$ cat config.mk
export PLATFORM = sky130hd
export DESIGN_NAME = elevator_scan_controller
export DESIGN_NICKNAME = d
export VERILOG_FILES = /design/src/hdl/esc_pkg.sv /design/src/hdl/elevator_scan_controller.sv
export SDC_FILE = /design/constraint.sdc
export NUM_CORES = 1
export LEC_CHECK = 0
export BUFFER_PORTS_ARGS = -buffer_cell sky130_fd_sc_hd__buf_2
export CAP_MARGIN = 20
export CORE_MARGIN = 8
export CORE_UTILIZATION = 36
export CTS_CLUSTER_DIAMETER = 30
export DETAILED_ROUTE_END_ITERATION = 12
export PLACE_DENSITY_LB_ADDON = 0.1
export RECOVER_POWER = 100
export SLEW_MARGIN = 10
export SYNTH_ARGS = -nofsm -noshare
export SYNTH_HDL_FRONTEND = slang
export SYNTH_SLANG_ARGS = --single-unit
$ cat constraint.sdc
create_clock -name aclk -period 9.1 [get_ports aclk]
set_input_delay 2.73 -clock aclk [delete_from_list [all_inputs] [get_ports aclk]]
set_output_delay 2.73 -clock aclk [all_outputs]
set_load 0.02 [all_outputs]
$ cat src/hdl/esc_pkg.sv
`default_nettype none
// ----------------------------------------------------------------------------
// esc_pkg
// Shared types and constants of the elevator scan controller: motor codes,
// field widths and the packing of the stream beats.
// ----------------------------------------------------------------------------
package esc_pkg;

    // Floors that the 5-bit button and sensor fields can report
    localparam int IN_BITS = 5;

    // Field widths
    localparam int FLOOR_W = 3;
    localparam int MOTOR_W = 2;

    // Stream beat widths (rounded up to whole bytes)
    localparam int S_DATA_W = 16;
    localparam int M_DATA_W = 16;

    // Motor command codes
    typedef enum logic [MOTOR_W-1:0] {
        MOTOR_OFF   = 2'd0,
        MOTOR_UP    = 2'd1,
        MOTOR_DOWN  = 2'd2,
        MOTOR_BRAKE = 2'd3
    } motor_t;

endpackage : esc_pkg
`default_nettype wire

$ cat src/hdl/elevator_scan_controller.sv
`default_nettype none
// ----------------------------------------------------------------------------
// elevator_scan_controller
// Lift controller that sweeps up and down over the floors, one tick per beat.
// ----------------------------------------------------------------------------
// Each input beat is one controller tick and carries the call buttons and the
// active-low floor sensors. The first tick after reset only picks up the car
// position from the highest asserted sensor (floor 0 when none is asserted).
// After that, while the car stands, each tick looks at one scan position of
// the current sweep and takes a pending call there; a call for another floor
// starts the motor, and each tick then checks the sensor of the next floor,
// braking when the target is reached. A sweep that runs off its end reverses
// and restarts from the car's floor. The block takes one beat per clock, as long
// as the result side keeps up, and returns exactly one result beat per input
// beat in the cycle after it; the rate is set by the combinational next-state
// logic between the controller state registers and the output register. The
// output register accepts a new beat while the previous result is being taken,
// so s_tready stays high as long as the result side keeps up.
// ----------------------------------------------------------------------------
module elevator_scan_controller
    import esc_pkg::*;
#(
    parameter int NUM_FLOORS = 5
) (
    input  wire logic                aclk,
    input  wire logic                aresetn,
    // Tick input
    input  wire logic                s_tvalid,
    output logic                     s_tready,
    input  wire logic [S_DATA_W-1:0] s_tdata,  // [4:0] call_buttons, [9:5] floor_sensors_n
    // Result output
    output logic                     m_tvalid,
    input  wire logic                m_tready,
    output logic [M_DATA_W-1:0]      m_tdata   // [1:0] motor_drive, [4:2] floor_now,
                                               // [5] sweep_up, [6] floor_changed,
                                               // [7] call_taken, [10:8] called_floor
);

    // Floors both reachable and visible on the 5-bit inputs
    localparam int LIVE_FLOORS = (NUM_FLOORS < IN_BITS) ? NUM_FLOORS : IN_BITS;
    localparam int CLOG_FLOORS = $clog2(NUM_FLOORS);
    localparam int SCAN_W      = (CLOG_FLOORS > FLOOR_W) ? CLOG_FLOORS : FLOOR_W;

    // Input fields
    logic [IN_BITS-1:0] call_buttons;
    logic [IN_BITS-1:0] floor_sensors_n;

    // Controller state
    logic               started_reg,  started_next;
    logic [FLOOR_W-1:0] car_floor_reg, car_floor_next;
    logic               going_up_reg, going_up_next;
    logic [SCAN_W-1:0]  scan_index_reg, scan_index_next;
    logic               moving_reg,   moving_next;
    logic [FLOOR_W-1:0] target_reg,   target_next;
    motor_t             drive_reg,    drive_next;

    // Per-tick results
    logic               changed;
    logic               taken;
    logic [FLOOR_W-1:0] called;
    logic               do_advance;

    // Helpers
    logic [FLOOR_W-1:0] top_floor;
    logic [FLOOR_W-1:0] next_floor;
    logic               head_up;
    logic               scan_live;
    logic               accept;

    // Output register
    logic                m_valid_reg;
    logic [M_DATA_W-1:0] m_data_reg;

    assign call_buttons    = s_tdata[IN_BITS-1:0];
    assign floor_sensors_n = s_tdata[2*IN_BITS-1:IN_BITS];

    assign s_tready = !m_valid_reg || m_tready;
    assign accept   = s_tvalid && s_tready;

    // Find the highest asserted sensor for the start-up tick
    always_comb begin
        top_floor = '0;
        for (int f = 0; f < IN_BITS; f++) begin
            if (f < LIVE_FLOORS && !floor_sensors_n[f]) begin
                top_floor = FLOOR_W'(f);
            end
        end
    end

    // Next floor toward the target
    assign head_up    = target_reg > car_floor_reg;
    assign next_floor = head_up ? car_floor_reg + FLOOR_W'(1) :
                        ((car_floor_reg == '0) ? '0 : car_floor_reg - FLOOR_W'(1));

    assign scan_live = int'(scan_index_reg) < LIVE_FLOORS;

    // Tick logic: start-up, travel or scan
    always_comb begin
        started_next   = started_reg;
        car_floor_next = car_floor_reg;
        moving_next    = moving_reg;
        target_next    = target_reg;
        drive_next     = drive_reg;
        changed        = 1'b0;
        taken          = 1'b0;
        called         = '0;
        do_advance     = 1'b0;

        if (!started_reg) begin
            started_next   = 1'b1;
            car_floor_next = top_floor;
            changed        = 1'b1;
        end else if (moving_reg) begin
            if (next_floor != car_floor_reg && int'(next_floor) < LIVE_FLOORS &&
                !floor_sensors_n[next_floor]) begin
                car_floor_next = next_floor;
                changed        = 1'b1;
                if (next_floor == target_reg) begin
                    drive_next  = MOTOR_BRAKE;
                    moving_next = 1'b0;
                    do_advance  = 1'b1;
                end
            end else if (next_floor == car_floor_reg) begin
                drive_next  = MOTOR_BRAKE;
                moving_next = 1'b0;
                do_advance  = 1'b1;
            end
        end else begin
            if (scan_live && call_buttons[scan_index_reg[FLOOR_W-1:0]]) begin
                taken  = 1'b1;
                called = scan_index_reg[FLOOR_W-1:0];
                if (scan_index_reg != SCAN_W'(car_floor_reg)) begin
                    target_next = scan_index_reg[FLOOR_W-1:0];
                    drive_next  = (scan_index_reg > SCAN_W'(car_floor_reg)) ?
                                  MOTOR_UP : MOTOR_DOWN;
                    moving_next = 1'b1;
                end else begin
                    do_advance = 1'b1;
                end
            end else begin
                do_advance = 1'b1;
            end
        end
    end

    // Advance the scan; reverse the sweep at either end
    always_comb begin
        going_up_next   = going_up_reg;
        scan_index_next = scan_index_reg;
        if (!started_reg) begin
            scan_index_next = SCAN_W'(top_floor);
        end else if (do_advance) begin
            if (going_up_reg) begin
                if (int'(scan_index_reg) + 1 >= NUM_FLOORS) begin
                    going_up_next   = 1'b0;
                    scan_index_next = SCAN_W'(car_floor_next);
                end else begin
                    scan_index_next = scan_index_reg + SCAN_W'(1);
                end
            end else begin
                if (scan_index_reg == '0) begin
                    going_up_next   = 1'b1;
                    scan_index_next = SCAN_W'(car_floor_next);
                end else begin
                    scan_index_next = scan_index_reg - SCAN_W'(1);
                end
            end
        end
    end

    // Hold the controller state; update it on each accepted beat
    always_ff @(posedge aclk) begin
        if (!aresetn) begin
            started_reg    <= 1'b0;
            car_floor_reg  <= '0;
            going_up_reg   <= 1'b1;
            scan_index_reg <= '0;
            moving_reg     <= 1'b0;
            target_reg     <= '0;
            drive_reg      <= MOTOR_OFF;
        end else if (accept) begin
            started_reg    <= started_next;
            car_floor_reg  <= car_floor_next;
            going_up_reg   <= going_up_next;
            scan_index_reg <= scan_index_next;
            moving_reg     <= moving_next;
            target_reg     <= target_next;
            drive_reg      <= drive_next;
        end
    end

    // Output valid: set on accept, drop when taken
    always_ff @(posedge aclk) begin
        if (!aresetn) begin
            m_valid_reg <= 1'b0;
        end else if (accept) begin
            m_valid_reg <= 1'b1;
        end else if (m_tready) begin
            m_valid_reg <= 1'b0;
        end
    end

    // Output payload
    always_ff @(posedge aclk) begin
        if (accept) begin
            m_data_reg <= {5'b0, called, taken, changed, going_up_next,
                           car_floor_next, drive_next};
        end
    end

    assign m_tvalid = m_valid_reg;
    assign m_tdata  = m_data_reg;

`ifndef SYNTH
    // A moving car always has a target other than its own floor
    assert property (@(posedge aclk) disable iff (!aresetn)
        moving_reg |-> (target_reg != car_floor_reg))
        else $error("moving with target at car floor");

    // A moving car drives the motor up or down
    assert property (@(posedge aclk) disable iff (!aresetn)
        moving_reg |-> (drive_reg == MOTOR_UP || drive_reg == MOTOR_DOWN))
        else $error("moving without drive");

    // Every accepted tick leaves a result waiting
    assert property (@(posedge aclk) disable iff (!aresetn)
        accept |=> m_tvalid)
        else $error("accepted tick without result");

    // Called floor is zero unless a call was taken
    assert property (@(posedge aclk) disable iff (!aresetn)
        (m_tvalid && !m_tdata[7]) |-> (m_tdata[10:8] == '0))
        else $error("called floor without call");
`endif

endmodule : elevator_scan_controller
`default_nettype wire

==> results.md <==
- TritonCTS clock tree: done
- Number of hold violations in the final report: 0
- Latest clock arrival within the worst-skew pair: 270 ps
- Pwr dens: 177.4 nW/um2
- Final min period: 5907 ps
- Number of max-cap violations: 0
- Cts-stage hold buffer count: 0
- Fraction of synthesized cell area in xor and xnor cells: 0.8353%
- DIE WIDTH: roughly 92 um
- Average vias per placed instance: 5.443
- Number of buffers inserted during clock tree synthesis: 3
- Type of the worst setup path: in2out
- Global-route congestion overflow total: 0
- Clk Tree Root Cell: sky130_fd_sc_hd__clkbuf_8
- IO Pins: 38
- Fraction of final layout cells with drive strength greater than 1: 11.20%
- Total of warnings raised by yosys: 0
- Cell family with most CP delay: buffers and inverters
- Cell area after placement: around 2200 um2
- Total Die Area: 8523 um2
- Clock Path Buffers: 2
- # resized after CTS: 0
- Compound-cell area share of the yosys netlist: 26.85%
- CTS Sinks: 26
- Vias in the first global route: 1,737
- Clock input transition at the sequential cells of the worst setup and hold paths: 90 ps
- Initial standard-cell utilization of the core: 36.28%
- Max-slew headroom: 20.17%
- Max Used Layer: met4
- Upper clock frequency limit: 169.3 MHz
- ANT cells: 0
- Synthesized-area fraction occupied by adder cells: 7.757%
- Area grow syn2layout: 7.160%
- Post-synthesis share of cell area spent on and, or, nand and nor gates: 21.84%
- Async set-or-reset flop fraction in the synthesized netlist: 0%
- Sequential element share of the synthesized area: between 30% and 40%
- Area of all placed cells without fillers: 2247 um2
- Count of port buffers added during placement: 26
- Worst hold slack after final layout: 530.5 ps
- Final estimated routing congestion in global placement: between 0.8 and 0.9
- Initial DRC Count: 152
- Number of iterations in the first detailed-routing pass: 4
- CP cell instances: buf_2 -> nand2b_1 -> clkbuf_1
- Overall via count from detail_route: 1,818
- Standard-cell rows: 28
- Post-route non-filler standard cell count: 334
- Class of the tightest hold or removal check: reg2reg
- Type of destination of the critical path: output port
- Routed length on met2: roughly 2400 um
- Crit-path slowest cell: sky130_fd_sc_hd__clkbuf_1
- Worst endpoint required time: 6370 ps
- Remaining DRCs: 0
- Number of synthesized flops with an enable pin: 11
- Post-detail-place hpwl: 4093 um
- Synth unique cells: 67
- Global-route wire length before repair: 8935 um
- Final setup violation count: 0
- Detailed-route wire length on metal 1: 2572 um
- Cells after DPL: 330
- Unrepaired setup endpoints after global routing: no
- Total Negative Setup Slacks: 0 ps
- Metal3 WL: 295 um
- Startpoint Class: primary input
- Worst-path fanout max: 3
- Endpoint arrival time on the critical path: between 3000 and 4000 ps
- Core outline area: 5781 um2
- Initial antenna violation count: 0
- Final #Nets: approximately 290
- H-Tree Depth: 1
- Max incr delay on CP: between 200 and 300 ps
- GRT Resource Usage Total: 12.77%
- Final count of pins violating max slew: 0
- Combinational family with the most area after synthesis: compound AO/OA/AOI/OAI gates
- Number of register bits inferred by synthesis: 26
- Post-CTS setup buffer count: 0
- Worst clock skew: between 1 and 1.5 ps
- Summed instance area of the synthesized netlist: 2097 um2
- Worst-case vdd ir drop: 78.71 uV
- Total wire length after detailed routing: 5252 um
- Place WS: 3214 ps
- Die Ht: about 90 um
- Run status: completed
- Detail Route Antenna Nets: 0
- Mean post-synth cell area: 8.665 um2
- Max reg flops: 11
- Least-Margin Pin Slew: between 1000 and 1500 ps
- Number of buffer and inverter stages on the critical path: 2
- Leakage power summed over all cells: 0.8735 nW
- Largest net degree at the start of global routing: 21
- Prevailing post-synth register cell: sky130_fd_sc_hd__dfxtp_1
- Post-route worst setup slack: 3193 ps
- Routed len/inst: ~16 um
- Number of cells produced by synthesis: 242
- Period utilisation layout: around two thirds
- Multiplexer share of the synthesized area: 4.117%
power by group:
part / internal (mW) / switching (mW) / total, mW / leakage, nW
Clock: 0.0588 / 0.0362 / 0.0950 / 0.0357
Combinational: 0.0599 / 0.0951 / 0.155 / 0.607
Sequential: 0.133 / 0.0156 / 0.149 / 0.230
Total: 0.252 / 0.147 / 0.399 / 0.873
worst paths after layout:
path	from	endpoint	slack (ps)	depth (start not counted)
setup reg to reg	car_floor_reg[2]	m_tdata[5]	4840	9
setup / recovery	m_tready	s_tready	3190	3
hold reg to reg	m_tvalid	m_tvalid	530	2
hold / removal	m_tvalid	m_tvalid	530	2
routing by layer:
layer  up-vias  global-route usage [%]
li1        918                       -
met1       853                   18.18
met2        45                   19.90
met3         2                   2.670
met4         0                   1.208
met5         -                       0
per-stage QoR:
stage	total power, mW	utilization [%]
3_3_place_gp	0.3156	38.42
5_1_grt	0.4289	38.87
6_report	0.3987	38.87
2_1_floorplan	0.2820	-
4_1_cts	0.4101	39.65
3_5_place_dp	0.3149	38.42
logic make-up after synthesis:
family / after synthesis
and+or+nand+nor: 86
AOI/OAI and AO/OA: 74
buffers and inverters: 33
DFF: 26
adders and majority gates: 13
muxes: 7
xor gates and xnor gates: 2
other: 1
layout by cell type, fill, tap and decap left out, types with 5 or more instances in the layout:
master,instances
sky130_fd_sc_hd__nand2_1,20
sky130_fd_sc_hd__nor3_1,13
sky130_fd_sc_hd__inv_1,15
sky130_fd_sc_hd__a21oi_1,19
sky130_fd_sc_hd__dfxtp_1,15
sky130_fd_sc_hd__nor2_1,20
sky130_fd_sc_hd__ha_1,13
sky130_fd_sc_hd__conb_1,5
sky130_fd_sc_hd__o21ai_0,9
sky130_fd_sc_hd__nor2b_1,5
sky130_fd_sc_hd__a31oi_1,5
sky130_fd_sc_hd__edfxtp_1,11
sky130_fd_sc_hd__a211oi_1,6
sky130_fd_sc_hd__buf_2,12
sky130_fd_sc_hd__clkbuf_1,14
sky130_fd_sc_hd__mux2i_1,6
sky130_fd_sc_hd__nand2b_1,6
worst reg2reg max path, delay by kind of cell (launching register included):
family | cells | cell delay (ps)
compound gates | 6 | 2590
fa+ha+maj | 1 | 370
simple gates | 1 | 280
buf+inv | 1 | 240
flops | 1 | 550
synthesized netlist by cell type (2+ instances only):
| cell | number | area, um2 |
|---|---|---|
| sky130_fd_sc_hd__or2_1 | 2 | 12.51 |
| sky130_fd_sc_hd__nor3_1 | 13 | 65.06 |
| sky130_fd_sc_hd__xnor2_1 | 2 | 17.52 |
| sky130_fd_sc_hd__mux2i_1 | 5 | 50.05 |
| sky130_fd_sc_hd__nand4_1 | 3 | 18.77 |
| sky130_fd_sc_hd__clkbuf_1 | 4 | 15.01 |
| sky130_fd_sc_hd__a21oi_1 | 19 | 95.09 |
| sky130_fd_sc_hd__nand3_1 | 3 | 15.01 |
| sky130_fd_sc_hd__a31o_2 | 2 | 17.52 |
| sky130_fd_sc_hd__a211o_1 | 2 | 17.52 |
| sky130_fd_sc_hd__buf_4 | 8 | 60.06 |
| sky130_fd_sc_hd__o31ai_1 | 2 | 15.01 |
| sky130_fd_sc_hd__or3_1 | 2 | 12.51 |
| sky130_fd_sc_hd__o21ai_0 | 8 | 40.04 |
| sky130_fd_sc_hd__o21a_1 | 2 | 15.01 |
| sky130_fd_sc_hd__nand2b_1 | 6 | 37.54 |
| sky130_fd_sc_hd__o41ai_1 | 2 | 17.52 |
| sky130_fd_sc_hd__edfxtp_1 | 11 | 330.3 |
| sky130_fd_sc_hd__nor2b_1 | 5 | 31.28 |
| sky130_fd_sc_hd__o21ai_1 | 2 | 10.01 |
| sky130_fd_sc_hd__a211oi_1 | 6 | 45.04 |
| sky130_fd_sc_hd__nor2_1 | 20 | 75.07 |
| sky130_fd_sc_hd__a31oi_1 | 5 | 31.28 |
| sky130_fd_sc_hd__inv_1 | 15 | 56.30 |
| sky130_fd_sc_hd__nand2_1 | 20 | 75.07 |
| sky130_fd_sc_hd__o32ai_1 | 2 | 17.52 |
| sky130_fd_sc_hd__ha_1 | 13 | 162.7 |
| sky130_fd_sc_hd__o211a_1 | 3 | 30.03 |
| sky130_fd_sc_hd__o22ai_1 | 2 | 12.51 |
| sky130_fd_sc_hd__buf_2 | 2 | 10.01 |
| sky130_fd_sc_hd__dfxtp_1 | 15 | 300.3 |
final cells by class:
type                            instances  area, um2
Clock buffer                            3      41.29
Inverter                               16      60.06
Tap cell                               75      93.84
Sequential cell                        26      630.6
Timing Repair Buffer                   26      112.6
Multi-Input combinational cell        187       1279
Fill cell                             641       3533
Clock inverter                          1      30.03
Note: power is estimated with default switching activity, not from simulation.
